<file path="src/rtl/cdd_pkg.sv">
// shared types, constants and lookup functions for the civil date day arithmetic block
// no dependencies; imported by cdd_to_days, cdd_from_days and the top level
package cdd_pkg;

    // field widths
    localparam int YEAR_W   = 16;
    localparam int MONTH_W  = 4;
    localparam int DAY_W    = 5;
    localparam int OFFSET_W = 21;
    localparam int EPOCH_W  = 25;
    localparam int WDAY_W   = 3;

    // calendar constants
    localparam int DAYS_PER_ERA = 146097;
    localparam int YEARS_PER_ERA = 400;
    localparam int EPOCH_SHIFT  = 719468;
    localparam logic [MONTH_W-1:0] MONTH_FEB = 4'd2;

    // input years are biased by whole eras so the era divide works on unsigned values
    localparam int ERA_BIAS_IN = 82;
    localparam logic [16:0] YEAR_BIAS = 17'(ERA_BIAS_IN * YEARS_PER_ERA);
    localparam int DAYS_BIAS = EPOCH_SHIFT + ERA_BIAS_IN * DAYS_PER_ERA;

    // shifted day counts are biased by whole eras for the same reason
    localparam int ERA_BIAS_OUT = 100;
    localparam int TOTAL_BIAS = EPOCH_SHIFT + ERA_BIAS_OUT * DAYS_PER_ERA;

    // weekday: (days + 4) mod 7, biased by a multiple of 7 to stay non-negative
    localparam int WDAY_BIAS = 7 * (2 ** 21) + 4;

    // reciprocals for exact floor division: x / d == (x * ceil(2^k / d)) >> k
    localparam int K400 = 26;
    localparam logic [17:0] RCP400 = 18'(((64'd1 << K400) + 64'd399) / 64'd400);
    localparam int KERA = 43;
    localparam logic [25:0] RCPERA = 26'(((64'd1 << KERA) + 64'd146096) / 64'd146097);
    localparam int K1460 = 29;
    localparam logic [18:0] RCP1460 = 19'(((64'd1 << K1460) + 64'd1459) / 64'd1460);
    localparam int K365 = 27;
    localparam logic [18:0] RCP365 = 19'(((64'd1 << K365) + 64'd364) / 64'd365);

    // date to day count stage output
    typedef struct packed {
        logic                       date_valid;
        logic signed [EPOCH_W-1:0]  epoch_day;
        logic signed [OFFSET_W-1:0] day_offset;
    } cdd_days_t;

    // one full result
    typedef struct packed {
        logic                      date_valid;
        logic signed [EPOCH_W-1:0] epoch_day;
        logic [WDAY_W-1:0]         week_day;
        logic signed [YEAR_W-1:0]  out_year;
        logic [MONTH_W-1:0]        out_month;
        logic [DAY_W-1:0]          out_day;
        logic                      year_overflow;
    } cdd_result_t;

    // first day of year for months counted from march (index 12 is one past february)
    function automatic logic [8:0] month_start(input logic [3:0] idx);
        logic [8:0] s;
        unique case (idx)
            4'd0:    s = 9'd0;
            4'd1:    s = 9'd31;
            4'd2:    s = 9'd61;
            4'd3:    s = 9'd92;
            4'd4:    s = 9'd122;
            4'd5:    s = 9'd153;
            4'd6:    s = 9'd184;
            4'd7:    s = 9'd214;
            4'd8:    s = 9'd245;
            4'd9:    s = 9'd275;
            4'd10:   s = 9'd306;
            4'd11:   s = 9'd337;
            4'd12:   s = 9'd367;
            default: s = 9'd0;
        endcase
        return s;
    endfunction

    // month length in a common year, zero for month numbers that mean nothing
    function automatic logic [4:0] month_len(input logic [3:0] month);
        logic [4:0] l;
        unique case (month)
            4'd1, 4'd3, 4'd5, 4'd7, 4'd8, 4'd10, 4'd12: l = 5'd31;
            4'd4, 4'd6, 4'd9, 4'd11:                    l = 5'd30;
            4'd2:                                       l = 5'd28;
            default:                                    l = 5'd0;
        endcase
        return l;
    endfunction

    // whole centuries in a year of era (0..399)
    function automatic logic [1:0] century(input logic [8:0] yoe);
        logic [1:0] c;
        priority if (yoe >= 9'd300) c = 2'd3;
        else if (yoe >= 9'd200)     c = 2'd2;
        else if (yoe >= 9'd100)     c = 2'd1;
        else                        c = 2'd0;
        return c;
    endfunction

    // remainder by 7 of a value up to 14
    function automatic logic [2:0] mod7_small(input logic [3:0] v);
        logic [3:0] r;
        priority if (v >= 4'd14) r = 4'd0;
        else if (v >= 4'd7)      r = v - 4'd7;
        else                     r = v;
        return r[2:0];
    endfunction

endpackage

</file>
<file path="src/rtl/cdd_to_days.sv">
// date to day count pipeline: era split, year of era, day of era, epoch day, date check
// depends on cdd_pkg
module cdd_to_days
    import cdd_pkg::*;
(
    input  logic                       clk,
    input  logic                       rst_n,
    input  logic                       in_valid,
    output logic                       in_ready,
    input  logic signed [YEAR_W-1:0]   in_year,
    input  logic [MONTH_W-1:0]         in_month,
    input  logic [DAY_W-1:0]           in_day,
    input  logic signed [OFFSET_W-1:0] day_offset,
    output logic                       out_valid,
    input  logic                       out_ready,
    output cdd_days_t                  out_days
);

    localparam int NSTG = 5;

    logic [NSTG-1:0] vld_reg, vld_next, en;

    // stage advance: a stage loads when empty or when the next one loads
    always_comb
    begin
        en[NSTG-1] = !vld_reg[NSTG-1] || out_ready;
        for (int i = NSTG - 2; i >= 0; i--)
        begin
            en[i] = !vld_reg[i] || en[i+1];
        end
        vld_next = (en & {vld_reg[NSTG-2:0], in_valid}) | (~en & vld_reg);
    end

    always_ff @(posedge clk or negedge rst_n)
    begin
        if (!rst_n)
            vld_reg <= '0;
        else
            vld_reg <= vld_next;
    end

    assign in_ready  = en[0];
    assign out_valid = vld_reg[NSTG-1];

    // stage a: march-based year and month, day of year, month checks
    logic               m_le2;
    logic signed [16:0] year_adj;
    logic [16:0]        ubias_a;
    logic [3:0]         midx_a;
    logic [9:0]         doy_a;

    always_comb
    begin
        m_le2    = (in_month <= MONTH_FEB);
        year_adj = {in_year[YEAR_W-1], in_year} - {16'd0, m_le2};
        ubias_a  = 17'(year_adj) + YEAR_BIAS;
        midx_a   = m_le2 ? (in_month + 4'd9) : (in_month - 4'd3);
        doy_a    = {1'b0, month_start(midx_a)} + {5'd0, in_day} - 10'd1;
    end

    logic [16:0]               a_ubias_reg;
    logic [9:0]                a_doy_reg;
    logic [DAY_W-1:0]          a_day_reg;
    logic [4:0]                a_len_reg;
    logic                      a_feb_reg;
    logic                      a_ok_reg;
    logic signed [OFFSET_W-1:0] a_off_reg;

    always_ff @(posedge clk)
    begin
        if (en[0])
        begin
            a_ubias_reg <= ubias_a;
            a_doy_reg   <= doy_a;
            a_day_reg   <= in_day;
            a_len_reg   <= month_len(in_month);
            a_feb_reg   <= (in_month == MONTH_FEB);
            a_ok_reg    <= (in_month >= 4'd1) && (in_month <= 4'd12) && (in_day != '0);
            a_off_reg   <= day_offset;
        end
    end

    // stage b: era index by reciprocal multiply
    logic [34:0] prod_b;

    assign prod_b = 35'(a_ubias_reg) * 35'(RCP400);

    logic [7:0]                b_q_reg;
    logic [16:0]               b_ubias_reg;
    logic [9:0]                b_doy_reg;
    logic [DAY_W-1:0]          b_day_reg;
    logic [4:0]                b_len_reg;
    logic                      b_feb_reg;
    logic                      b_ok_reg;
    logic signed [OFFSET_W-1:0] b_off_reg;

    always_ff @(posedge clk)
    begin
        if (en[1])
        begin
            b_q_reg     <= prod_b[K400+7:K400];
            b_ubias_reg <= a_ubias_reg;
            b_doy_reg   <= a_doy_reg;
            b_day_reg   <= a_day_reg;
            b_len_reg   <= a_len_reg;
            b_feb_reg   <= a_feb_reg;
            b_ok_reg    <= a_ok_reg;
            b_off_reg   <= a_off_reg;
        end
    end

    // stage c: year of era
    logic [16:0] yoe_full_c;

    assign yoe_full_c = b_ubias_reg - 17'(b_q_reg) * 17'(YEARS_PER_ERA);

    logic [7:0]                c_q_reg;
    logic [8:0]                c_yoe_reg;
    logic [9:0]                c_doy_reg;
    logic [DAY_W-1:0]          c_day_reg;
    logic [4:0]                c_len_reg;
    logic                      c_feb_reg;
    logic                      c_ok_reg;
    logic signed [OFFSET_W-1:0] c_off_reg;

    always_ff @(posedge clk)
    begin
        if (en[2])
        begin
            c_q_reg   <= b_q_reg;
            c_yoe_reg <= yoe_full_c[8:0];
            c_doy_reg <= b_doy_reg;
            c_day_reg <= b_day_reg;
            c_len_reg <= b_len_reg;
            c_feb_reg <= b_feb_reg;
            c_ok_reg  <= b_ok_reg;
            c_off_reg <= b_off_reg;
        end
    end

    // stage d: day of era, leap year and day-in-month check
    logic [18:0] doe_d;
    logic [8:0]  yr_d;
    logic        leap_d;
    logic [4:0]  lim_d;
    logic        valid_d;

    always_comb
    begin
        doe_d   = 19'(c_yoe_reg) * 19'd365 + 19'(c_yoe_reg[8:2]) - 19'(century(c_yoe_reg))
                  + {{9{c_doy_reg[9]}}, c_doy_reg};
        // year of era of the unshifted year, only meaningful for february
        yr_d    = c_yoe_reg + 9'd1;
        leap_d  = (yr_d[1:0] == 2'd0) && (yr_d != 9'd100) && (yr_d != 9'd200)
                  && (yr_d != 9'd300);
        lim_d   = (c_feb_reg && leap_d) ? 5'd29 : c_len_reg;
        valid_d = c_ok_reg && (c_day_reg <= lim_d);
    end

    logic [7:0]                d_q_reg;
    logic [18:0]               d_doe_reg;
    logic                      d_valid_reg;
    logic signed [OFFSET_W-1:0] d_off_reg;

    always_ff @(posedge clk)
    begin
        if (en[3])
        begin
            d_q_reg     <= c_q_reg;
            d_doe_reg   <= doe_d;
            d_valid_reg <= valid_d;
            d_off_reg   <= c_off_reg;
        end
    end

    // stage e: days since 1970-01-01
    logic [EPOCH_W-1:0] days_e;

    assign days_e = 25'(d_q_reg) * 25'(DAYS_PER_ERA) + {{6{d_doe_reg[18]}}, d_doe_reg}
                    - 25'(DAYS_BIAS);

    cdd_days_t e_days_reg;

    always_ff @(posedge clk)
    begin
        if (en[4])
        begin
            e_days_reg.date_valid <= d_valid_reg;
            e_days_reg.epoch_day  <= days_e;
            e_days_reg.day_offset <= d_off_reg;
        end
    end

    assign out_days = e_days_reg;

endmodule

</file>
<file path="src/rtl/cdd_from_days.sv">
// day count to date pipeline: offset add, weekday, era split, year and day of year, output register
// depends on cdd_pkg
module cdd_from_days
    import cdd_pkg::*;
(
    input  logic        clk,
    input  logic        rst_n,
    input  logic        in_valid,
    output logic        in_ready,
    input  cdd_days_t   in_days,
    output logic        out_valid,
    input  logic        out_ready,
    output cdd_result_t out_res
);

    localparam int NSTG = 8;

    logic [NSTG-1:0] vld_reg, vld_next, en;

    // stage advance: a stage loads when empty or when the next one loads
    always_comb
    begin
        en[NSTG-1] = !vld_reg[NSTG-1] || out_ready;
        for (int i = NSTG - 2; i >= 0; i--)
        begin
            en[i] = !vld_reg[i] || en[i+1];
        end
        vld_next = (en & {vld_reg[NSTG-2:0], in_valid}) | (~en & vld_reg);
    end

    always_ff @(posedge clk or negedge rst_n)
    begin
        if (!rst_n)
            vld_reg <= '0;
        else
            vld_reg <= vld_next;
    end

    assign in_ready  = en[0];
    assign out_valid = vld_reg[NSTG-1];

    // stage 1: biased shifted day count, octal digit sum for the weekday
    logic [EPOCH_W-1:0] t_1;
    logic [EPOCH_W-1:0] wx_1;
    logic [5:0]         wsum_1;

    always_comb
    begin
        t_1    = in_days.epoch_day
                 + {{(EPOCH_W-OFFSET_W){in_days.day_offset[OFFSET_W-1]}}, in_days.day_offset}
                 + 25'(TOTAL_BIAS);
        wx_1   = in_days.epoch_day + 25'(WDAY_BIAS);
        wsum_1 = 6'(wx_1[EPOCH_W-1]);
        for (int i = 0; i < 8; i++)
        begin
            wsum_1 = wsum_1 + 6'(wx_1[3*i +: 3]);
        end
    end

    logic [EPOCH_W-1:0]        s1_t_reg;
    logic [5:0]                s1_wsum_reg;
    logic signed [EPOCH_W-1:0] s1_days_reg;
    logic                      s1_valid_reg;

    always_ff @(posedge clk)
    begin
        if (en[0])
        begin
            s1_t_reg     <= t_1;
            s1_wsum_reg  <= wsum_1;
            s1_days_reg  <= in_days.epoch_day;
            s1_valid_reg <= in_days.date_valid;
        end
    end

    // stage 2: era index by reciprocal multiply, weekday remainder
    logic [50:0] prod_2;

    assign prod_2 = 51'(s1_t_reg) * 51'(RCPERA);

    logic [7:0]                s2_q_reg;
    logic [EPOCH_W-1:0]        s2_t_reg;
    logic [WDAY_W-1:0]         s2_wd_reg;
    logic signed [EPOCH_W-1:0] s2_days_reg;
    logic                      s2_valid_reg;

    always_ff @(posedge clk)
    begin
        if (en[1])
        begin
            s2_q_reg     <= prod_2[KERA+7:KERA];
            s2_t_reg     <= s1_t_reg;
            s2_wd_reg    <= mod7_small(4'(s1_wsum_reg[2:0]) + 4'(s1_wsum_reg[5:3]));
            s2_days_reg  <= s1_days_reg;
            s2_valid_reg <= s1_valid_reg;
        end
    end

    // stage 3: day of era and the era's first year
    logic [EPOCH_W-1:0] doe_full_3;
    logic [17:0]        ybase_3;

    always_comb
    begin
        doe_full_3 = s2_t_reg - 25'(s2_q_reg) * 25'(DAYS_PER_ERA);
        ybase_3    = (18'(s2_q_reg) - 18'(ERA_BIAS_OUT)) * 18'(YEARS_PER_ERA);
    end

    logic [17:0]               s3_doe_reg;
    logic [17:0]               s3_ybase_reg;
    logic [WDAY_W-1:0]         s3_wd_reg;
    logic signed [EPOCH_W-1:0] s3_days_reg;
    logic                      s3_valid_reg;

    always_ff @(posedge clk)
    begin
        if (en[2])
        begin
            s3_doe_reg   <= doe_full_3[17:0];
            s3_ybase_reg <= ybase_3;
            s3_wd_reg    <= s2_wd_reg;
            s3_days_reg  <= s2_days_reg;
            s3_valid_reg <= s2_valid_reg;
        end
    end

    // stage 4: leap-day corrections of the day of era
    logic [36:0] prod_4;
    logic [2:0]  cent_4;

    always_comb
    begin
        prod_4 = 37'(s3_doe_reg) * 37'(RCP1460);
        cent_4 = 3'(s3_doe_reg >= 18'd36524) + 3'(s3_doe_reg >= 18'd73048)
                 + 3'(s3_doe_reg >= 18'd109572) + 3'(s3_doe_reg >= 18'd146096);
    end

    logic [6:0]                s4_quad_reg;
    logic [2:0]                s4_cent_reg;
    logic                      s4_last_reg;
    logic [17:0]               s4_doe_reg;
    logic [17:0]               s4_ybase_reg;
    logic [WDAY_W-1:0]         s4_wd_reg;
    logic signed [EPOCH_W-1:0] s4_days_reg;
    logic                      s4_valid_reg;

    always_ff @(posedge clk)
    begin
        if (en[3])
        begin
            s4_quad_reg  <= prod_4[K1460+6:K1460];
            s4_cent_reg  <= cent_4;
            s4_last_reg  <= (s3_doe_reg == 18'd146096);
            s4_doe_reg   <= s3_doe_reg;
            s4_ybase_reg <= s3_ybase_reg;
            s4_wd_reg    <= s3_wd_reg;
            s4_days_reg  <= s3_days_reg;
            s4_valid_reg <= s3_valid_reg;
        end
    end

    // stage 5: day count with leap days taken out
    logic [17:0] n_5;

    assign n_5 = s4_doe_reg - 18'(s4_quad_reg) + 18'(s4_cent_reg) - 18'(s4_last_reg);

    logic [17:0]               s5_n_reg;
    logic [17:0]               s5_doe_reg;
    logic [17:0]               s5_ybase_reg;
    logic [WDAY_W-1:0]         s5_wd_reg;
    logic signed [EPOCH_W-1:0] s5_days_reg;
    logic                      s5_valid_reg;

    always_ff @(posedge clk)
    begin
        if (en[4])
        begin
            s5_n_reg     <= n_5;
            s5_doe_reg   <= s4_doe_reg;
            s5_ybase_reg <= s4_ybase_reg;
            s5_wd_reg    <= s4_wd_reg;
            s5_days_reg  <= s4_days_reg;
            s5_valid_reg <= s4_valid_reg;
        end
    end

    // stage 6: year of era by reciprocal multiply
    logic [36:0] prod_6;

    assign prod_6 = 37'(s5_n_reg) * 37'(RCP365);

    logic [8:0]                s6_yoe_reg;
    logic [17:0]               s6_doe_reg;
    logic [17:0]               s6_ybase_reg;
    logic [WDAY_W-1:0]         s6_wd_reg;
    logic signed [EPOCH_W-1:0] s6_days_reg;
    logic                      s6_valid_reg;

    always_ff @(posedge clk)
    begin
        if (en[5])
        begin
            s6_yoe_reg   <= prod_6[K365+8:K365];
            s6_doe_reg   <= s5_doe_reg;
            s6_ybase_reg <= s5_ybase_reg;
            s6_wd_reg    <= s5_wd_reg;
            s6_days_reg  <= s5_days_reg;
            s6_valid_reg <= s5_valid_reg;
        end
    end

    // stage 7: day of the march-based year
    logic [17:0] doy_full_7;

    assign doy_full_7 = s6_doe_reg - (18'(s6_yoe_reg) * 18'd365 + 18'(s6_yoe_reg[8:2])
                        - 18'(century(s6_yoe_reg)));

    logic [8:0]                s7_doy_reg;
    logic [8:0]                s7_yoe_reg;
    logic [17:0]               s7_ybase_reg;
    logic [WDAY_W-1:0]         s7_wd_reg;
    logic signed [EPOCH_W-1:0] s7_days_reg;
    logic                      s7_valid_reg;

    always_ff @(posedge clk)
    begin
        if (en[6])
        begin
            s7_doy_reg   <= doy_full_7[8:0];
            s7_yoe_reg   <= s6_yoe_reg;
            s7_ybase_reg <= s6_ybase_reg;
            s7_wd_reg    <= s6_wd_reg;
            s7_days_reg  <= s6_days_reg;
            s7_valid_reg <= s6_valid_reg;
        end
    end

    // stage 8: month and day from month starts, calendar year, overflow
    logic [3:0]  mp_8;
    logic        wrap_8;
    logic [8:0]  od_8;
    logic [3:0]  om_8;
    logic [17:0] oy_8;

    always_comb
    begin
        mp_8 = '0;
        for (int i = 1; i < 12; i++)
        begin
            mp_8 = mp_8 + 4'(s7_doy_reg >= month_start(4'(i)));
        end
        wrap_8 = (mp_8 >= 4'd10);
        od_8   = s7_doy_reg - month_start(mp_8) + 9'd1;
        om_8   = wrap_8 ? (mp_8 - 4'd9) : (mp_8 + 4'd3);
        oy_8   = s7_ybase_reg + 18'(s7_yoe_reg) + 18'(wrap_8);
    end

    cdd_result_t res_reg;

    always_ff @(posedge clk)
    begin
        if (en[7])
        begin
            res_reg.date_valid    <= s7_valid_reg;
            res_reg.epoch_day     <= s7_days_reg;
            res_reg.week_day      <= s7_wd_reg;
            res_reg.out_year      <= oy_8[YEAR_W-1:0];
            res_reg.out_month     <= om_8;
            res_reg.out_day       <= od_8[DAY_W-1:0];
            res_reg.year_overflow <= (oy_8[17:15] != 3'b000) && (oy_8[17:15] != 3'b111);
        end
    end

    assign out_res = res_reg;

endmodule

</file>
<file path="src/rtl/civil_date_day_arithmetic_top.sv">
// top level of the civil date day arithmetic block: stream ports, field packing, checks
// depends on cdd_pkg, cdd_to_days and cdd_from_days
//
// usage
//   s_* channel carries one request: a proleptic gregorian date and a signed
//   day offset. m_* channel returns one result per request, in order: the
//   date check, days since 1970-01-01, weekday (sunday = 0), and the date
//   that lies offset days later, with a flag when that year leaves 16 bits.
//   invalid dates are still converted through the same formulas.
//   a request passes 13 register stages before m_tvalid rises, the last
//   one being the output register.
//   throughput: one request per cycle while m_tready is high; the era and
//   year splits are reciprocal multiplies, so the pipeline takes a new
//   request every clock as long as the output does not stall.
//   reset clears all stage valid bits; the pipeline comes up empty and ready.
//   when m_tready is low the result holds in the output register and empty
//   stages further up keep filling; s_tready drops only once every stage
//   holds a request.
module civil_date_day_arithmetic_top
    import cdd_pkg::*;
(
    input  logic        clk,
    input  logic        rst_n,
    input  logic        s_tvalid,
    output logic        s_tready,
    input  logic [47:0] s_tdata,  // in_year[15:0], in_month[19:16], in_day[24:20],
                                  // day_offset[45:25], zero fill
    output logic        m_tvalid,
    input  logic        m_tready,
    output logic [55:0] m_tdata,  // epoch_day[24:0], week_day[27:25], out_year[43:28],
                                  // out_month[47:44], out_day[52:48], zero fill
    output logic [1:0]  m_tuser   // date_valid[0], year_overflow[1]
);

    logic        mid_valid;
    logic        mid_ready;
    cdd_days_t   mid_days;
    cdd_result_t res;

    // date to day count
    cdd_to_days u_to_days (
        .clk        (clk),
        .rst_n      (rst_n),
        .in_valid   (s_tvalid),
        .in_ready   (s_tready),
        .in_year    (s_tdata[15:0]),
        .in_month   (s_tdata[19:16]),
        .in_day     (s_tdata[24:20]),
        .day_offset (s_tdata[45:25]),
        .out_valid  (mid_valid),
        .out_ready  (mid_ready),
        .out_days   (mid_days)
    );

    // day count plus offset back to a date
    cdd_from_days u_from_days (
        .clk       (clk),
        .rst_n     (rst_n),
        .in_valid  (mid_valid),
        .in_ready  (mid_ready),
        .in_days   (mid_days),
        .out_valid (m_tvalid),
        .out_ready (m_tready),
        .out_res   (res)
    );

    // result packing
    assign m_tdata = {3'd0, res.out_day, res.out_month, res.out_year, res.week_day,
                      res.epoch_day};
    assign m_tuser = {res.year_overflow, res.date_valid};

    // checks
    a_month_range: assert property (@(posedge clk) disable iff (!rst_n)
        m_tvalid |-> (res.out_month >= 4'd1) && (res.out_month <= 4'd12))
        else $error("shifted month out of range");

    a_day_range: assert property (@(posedge clk) disable iff (!rst_n)
        m_tvalid |-> (res.out_day >= 5'd1) && (res.out_day <= 5'd31))
        else $error("shifted day out of range");

    a_wday_range: assert property (@(posedge clk) disable iff (!rst_n)
        m_tvalid |-> (res.week_day <= 3'd6))
        else $error("weekday out of range");

    a_stall_only_full: assert property (@(posedge clk) disable iff (!rst_n)
        !s_tready |-> m_tvalid && !m_tready && mid_valid)
        else $error("input stalled while pipeline has room");

endmodule

</file>
<file path="config.mk">
export PLATFORM = sky130hd
export DESIGN_NAME = civil_date_day_arithmetic_top
export DESIGN_NICKNAME = d
export VERILOG_FILES = /design/src/rtl/cdd_pkg.sv /design/src/rtl/cdd_to_days.sv /design/src/rtl/cdd_from_days.sv /design/src/rtl/civil_date_day_arithmetic_top.sv
export SDC_FILE = /design/constraint.sdc
export NUM_CORES = 2
export LEC_CHECK = 0
export BUFFER_PORTS_ARGS = -buffer_cell sky130_fd_sc_hd__clkbuf_2
export CAP_MARGIN = 20
export CORE_MARGIN = 8
export CORE_UTILIZATION = 55
export CTS_CLUSTER_DIAMETER = 30
export DETAILED_ROUTE_END_ITERATION = 16
export PLACE_DENSITY = 0.78
export RECOVER_POWER = 50
export REMOVE_ABC_BUFFERS = 1
export SYNTH_ARGS = -nofsm -noshare
export SYNTH_HDL_FRONTEND = slang
export SYNTH_SLANG_ARGS = --single-unit
export TNS_END_PERCENT = 20
</file>
<file path="constraint.sdc">
create_clock -name clk -period 10.8 [get_ports clk]
set_input_delay 2.7 -clock clk [delete_from_list [all_inputs] [get_ports clk]]
set_output_delay 2.7 -clock clk [all_outputs]
set_load 0.1 [all_outputs]
</file>
Word level (Yosys, flattened, before mapping)
Memory sizes are Yosys's and may differ from the RTL's. A register that Yosys moved wholly into a read port is not among the register bits.
Cells that the tools add are included.
Widths: inputs -> output; s select.
- add/sub/neg operators: 53
- $mul: 10
- div/mod/pow operators: 0
- magnitude comparators: 28
- equal/unequal tests: 6
- shift-type cells: 0
- multiplexer cells: 10
- bitwise gates (word level): 8
- reductions and logical operators: 37
- operators by type and width (kind ; count):
    $mul 18x16->33 const B ; 2
    $ge 9x8->1 const B ; 6
    $add 25x25->25 ; 2
    $mul 25x24->49 const B ; 1
    $ge 9x9->1 const B ; 5
    $add 6x3->6 ; 7
    $add 4x1->4 ; 9
    $ge 18x17->1 const B ; 2
    $ge 9x7->1 const B ; 4
    $mul 17x18->34 const B ; 1
    $add 25x24->25 const B ; 1
    $add 25x25->25 const B ; 1
    $mul 8x18->25 const B ; 1
    $sub 25x24->25 const B ; 1
    $add 18x7->19 ; 1
    $add 19x19->19 ; 1
    $sub 19x2->19 ; 1
    $add 18x1->18 ; 1
    $add 18x3->18 ; 1
    $add 18x9->18 ; 1
    $eq 18x18->1 const B ; 1
    $ge 18x16->1 const B ; 1
    $ge 18x18->1 const B ; 1
    $mul 18x5->14 const B ; 1
    other kinds (57) ; 99
- bits in registers: 776
- bits in latches: 0
- bits in writable memories: 0
- memory bits (read-only): 368
- input port bits: 52
- output and inout bits: 60
- word-level logic and storage cells: 233
- memories: 3
- memory list (name ; depth ; bits a word ; rd ports ; clocked after memory_dff ; wr ports ; RTL line ; RTL):
    (no name shown) ; 16 ; 9 ; 1 ; 0 ; 0 ; cdd_pkg.sv:62 ; unique case (idx)
    (no name shown) ; 16 ; 9 ; 1 ; 0 ; 0 ; cdd_pkg.sv:62 ;
    (no name shown) ; 16 ; 5 ; 1 ; 1 ; 0 ; cdd_pkg.sv:84 ; unique case (month)

Logic depth before layout (Yosys ltp)
- word-level depth: 17
- gate-level depth with buffers: 28
- gate-level depth less buffers: 28

Cells and area by module
From an unflattened synthesis, not the netlist that was laid out.
- cell total of the unflattened synthesis: 5427
- area, all modules: 66590.1 um^2
- modules (own cells, without submodules) (module ; instances ; cells an instance ; area each (um^2) ; seq. area each (um^2)):
    cdd_from_days ; 1 ; 3610 ; 44645.3 ; 14974.4
    cdd_to_days ; 1 ; 1813 ; 21918.5 ; 8232.9
    civil_date_day_arithmetic_top ; 1 ; 4 ; 26.3 ; 0.0

Least setup slack after synthesis
Ideal clock, no wire load.
- path type: input port to output port
- start point: input port m_tready
- end point: output port s_tready
- data arrival time: 8.856 ns
- data required time: 8.100 ns
- path slack: -0.756 ns
- cell stages on the path: 7
- buffers on the path: 0
- cells stage by stage: nor2b_1 -> nand2_1 -> nor2_1 -> nand2_1 -> nor2_1 -> and2_1 -> nand4_1
- word-level cells in the longest chain between the ends: 13
- RTL lines (what ; RTL line ; RTL):
    start: declaration ; civil_date_day_arithmetic_top.sv:29 ; input logic m_tready,
    $logic_or 1x1->1 ; cdd_from_days.sv:23 ; en[NSTG-1] = !vld_reg[NSTG-1] || out_ready;
    $logic_or 1x1->1 ; cdd_from_days.sv:26 ; en[i] = !vld_reg[i] || en[i+1];
    named net u_from_days.en[6] ; cdd_from_days.sv:18 ; logic [NSTG-1:0] vld_reg, vld_next, en;
    $logic_or 1x1->1 (4 in series) ; cdd_from_days.sv:26 ;
    named net u_from_days.en[2] ; cdd_from_days.sv:18 ;
    $logic_or 1x1->1 (2 in series) ; cdd_from_days.sv:26 ;
    $logic_or 1x1->1 ; cdd_to_days.sv:26 ; en[NSTG-1] = !vld_reg[NSTG-1] || out_ready;
    $logic_or 1x1->1 (4 in series) ; cdd_to_days.sv:29 ; en[i] = !vld_reg[i] || en[i+1];
    end: declaration ; civil_date_day_arithmetic_top.sv:25 ; output logic s_tready,
The timed path passes the listed nets, and every way through them passes these cells.

Worst setup path after layout
Ends and elaborated chain as after synthesis.

==> reports/summary.txt <==
Crit-path slowest cell - clkbuf_2
Die Area - 0.132 sq mm
first-pass GRT wire length - 208 mm
Remaining DRCs - 0
largest net degree at the start of global routing - 73
Worst Path Class, Setup - in2out
wire per inst - 17.2 um
setup violators final - 0
Max Freq - 0.118 GHz
Sink Count - 775
Hold Startpoint - u_to_days.c_off_reg[2]
flop-to-flop setup slack - 3860 ps
Cells after Synth - 5326
clock transition at the registers of the reported paths - 60 ps
Hold Crit Endpoint - u_to_days.d_off_reg[2]
Hold WC Path Type - reg2reg
synthesized area per cell - 12.4 sq um
Worst Reg-to-Reg Cells - 21
top post-synthesis cells by area - edfxtp_1, fa_1, ha_1, inv_1, xnor2_1
DRT iter0 DRCs - 2012
total number of vias - 37700
crit path from - m_tready
Post-Syn Area - 0.0661 sq mm
RR Startpoint - u_from_days.s1_t_reg[3]
post-route insts no fill - 7252
XOR/XNOR Fraction of Synth Area - 3.50%
CP Capture Type - primary output
I/O pins - 112
final-layout fill cell count - 9119
Die Ht - 363 um
vias in the first global route - 41400
largest family of logic cells by synthesized area - adder cells
status - finished with violations
leading area contributor after synthesis - edfxtp_1
Main synth FF type - edfxtp_1
worst path bufs/invs - 4
Root Buffer - clkbuf_16
worst slack at placement - 2360 ps
PnR worst setup slack - 2350 ps
R2R Path End - u_from_days.s2_q_reg[7]
asr flop ratio synth - 1.68%
max-slew violations - 254
Starting Density - 55.3%
router iterations before antenna repair - 5
final hold vios - 0
Critical Path, Cell by Cell - clkbuf_2 > nor2b_1 > nand2_2 > nor2_1 > nand2_2 > buf_4 > nor2_1 > and2_1 > nand4_1 > buf_4 > clkbuf_2
most common cell in the netlist - inv_1
# hold bufs at CTS - 0
Post-CTS Setup Inserts - 0
Core ar. - 0.120 sq mm
required time worst endpoint - 8100 ps
CTS tree - done
Min Hold Slack - 402 ps
share of cells above drive strength 1 - 5.96%
RSZ-0062 raised after global routing - no
crit-path max FO - 63
multi-input logic area - 0.0378 sq mm
met1 wire length - 51.2 mm
vias per std cell - 5.20
max FFs per register - 55
post-cts gate resize count - 0
Worst-Margin Slew - 3880 ps
Worst Path Arrival - 5750 ps
Final Critical Period - 8450 ps
synth warn - 0
Seq/Total Area, Yosys - 35.1%
gr ovfl total - 0
placed cell count - 7039
CTS buffer count - 113
Yosys top cell area share - 34.6%
complex-gate fraction of the synthesized area - 4.90%
clk_skew - 30.0 ps
highest metal used - met4
CP max stage delay - 480 ps
register area - 0.0232 sq mm
failing checks - max-capacitance violations, max-slew violations
Worst Setup Start Kind - input pin
normalized max-slew margin - -159%
total track usage - 19.6%
post-synthesis adder-cell area fraction - 44.8%
MaxCap Viol Count - 4
PortBufs - 106
Top delay family on crit path - simple AND/OR/NAND/NOR gates
flop and latch count out of synthesis - 775
worst skew pair latency - 700 ps
mux cell area share after synthesis - 0.0814%
Die W - 363 um
Post-synth EDFFs - 762
Distinct cells, synth - 84
Max clock buf depth - 3
commonest cells in the netlist - inv_1, ha_1, fa_1, edfxtp_1, xnor2_1
Hold Path Stages - 0
area grow syn2layout - 9.69%
Routed Antenna Nets - 0
final wirelength - 125 mm
initial antenna violation count - 0
post-layout util - 60.6%
fin crit share - 78.3%
Synth Area in Simple Gates - 3.86%
Row Count - 127
DP HPWL - 100 mm
Nets - 7504
GPL Wtd Cong - 0.912
WL met3 - 4.18 mm
metal2 WL - 65.2 mm
H-tree levels - 3
[worst reg2reg max path, stage by stage (launching register included)]
cell       delay (ps)
edfxtp_1          620
inv_1             260
fa_1              530
inv_1              50
fa_1              500
inv_1              60
fa_1              510
fa_1              550
fa_1              560
fa_1              580
inv_1              60
fa_1              470
ha_1              350
nand2_1            80
nor2_1             40
a211oi_1          290
o21a_1            170
o21ai_1           130
o2111ai_1         280
nand3_1           150
a31oi_1           310
xnor2_1           130
[cell families after synthesis]
logic type	Yosys count
other	1
flip-flops	775
AND/OR/NAND/NOR	517
multiplexers	5
buffers and inverters	1356
AO/OA/AOI/OAI	498
adder cells (fa/ha/maj)	1910
XOR/XNOR	264
[layout make-up]
type | instances | share of cell area, %
diodes | 1 | 0.00345
clock buffers | 122 | 3.95
clock inverters | 90 | 1.37
inverters | 1337 | 6.94
multi-input cells | 3197 | 52.2
flip-flops and latches | 775 | 32.0
well taps | 1612 | 2.78
repair buffers | 118 | 0.807
[layout by cell type, fill, tap and decap left out, types with 12 or more instances in the layout]
| cell | instances |
|---|---|
| nand3_1 | 55 |
| clkbuf_1 | 27 |
| inv_6 | 21 |
| edfxtp_1 | 762 |
| o21ai_1 | 14 |
| dfrtp_1 | 13 |
| and3_1 | 17 |
| xnor2_1 | 211 |
| ha_1 | 1146 |
| nor3_1 | 43 |
| fa_1 | 764 |
| o21a_1 | 26 |
| clkinvlp_4 | 12 |
| nor2_1 | 129 |
| xor2_1 | 53 |
| inv_1 | 1331 |
| clkbuf_2 | 93 |
| nor2b_1 | 18 |
| clkbuf_16 | 113 |
| a21o_1 | 72 |
| clkinv_1 | 12 |
| nand2b_1 | 29 |
| a211oi_1 | 16 |
| a31oi_1 | 25 |
| nand4_1 | 30 |
| nand2_1 | 115 |
| o21bai_1 | 24 |
| or3_1 | 12 |
| a21oi_1 | 158 |
| o21ai_0 | 74 |
| and2_1 | 14 |
[per-layer routing]
metal	vias up	track usage, %
met5	-	0
met4	0	6.63
met3	269	2.52
met2	737	35.7
met1	18700	24.0
li1	18000	-
[through the flow]
| stage | TNS [ps] | cell area (sq um) |
|---|---|---|
| 2_1_floorplan | -756 | 66000 |
| 3_3_place_gp | 0 | 68700 |
| 3_5_place_dp | 0 | 68700 |
| 4_1_cts | 0 | 72500 |
| 5_1_grt | 0 | 72500 |
| 6_report | 0 | 72500 |
[worst max path at each step]
stage,to,slack [ps],cells after the start
after detailed placement,s_tready,2360,11
after global placement,s_tready,2420,11
after CTS,s_tready,2270,11
after global routing,s_tready,2050,11
after floorplan,s_tready,-760,7
final,s_tready,2350,11
Power is left out: the tool's default activity adds up to more than one toggle a clock period on the data nets, which glitch-free logic cannot reach.
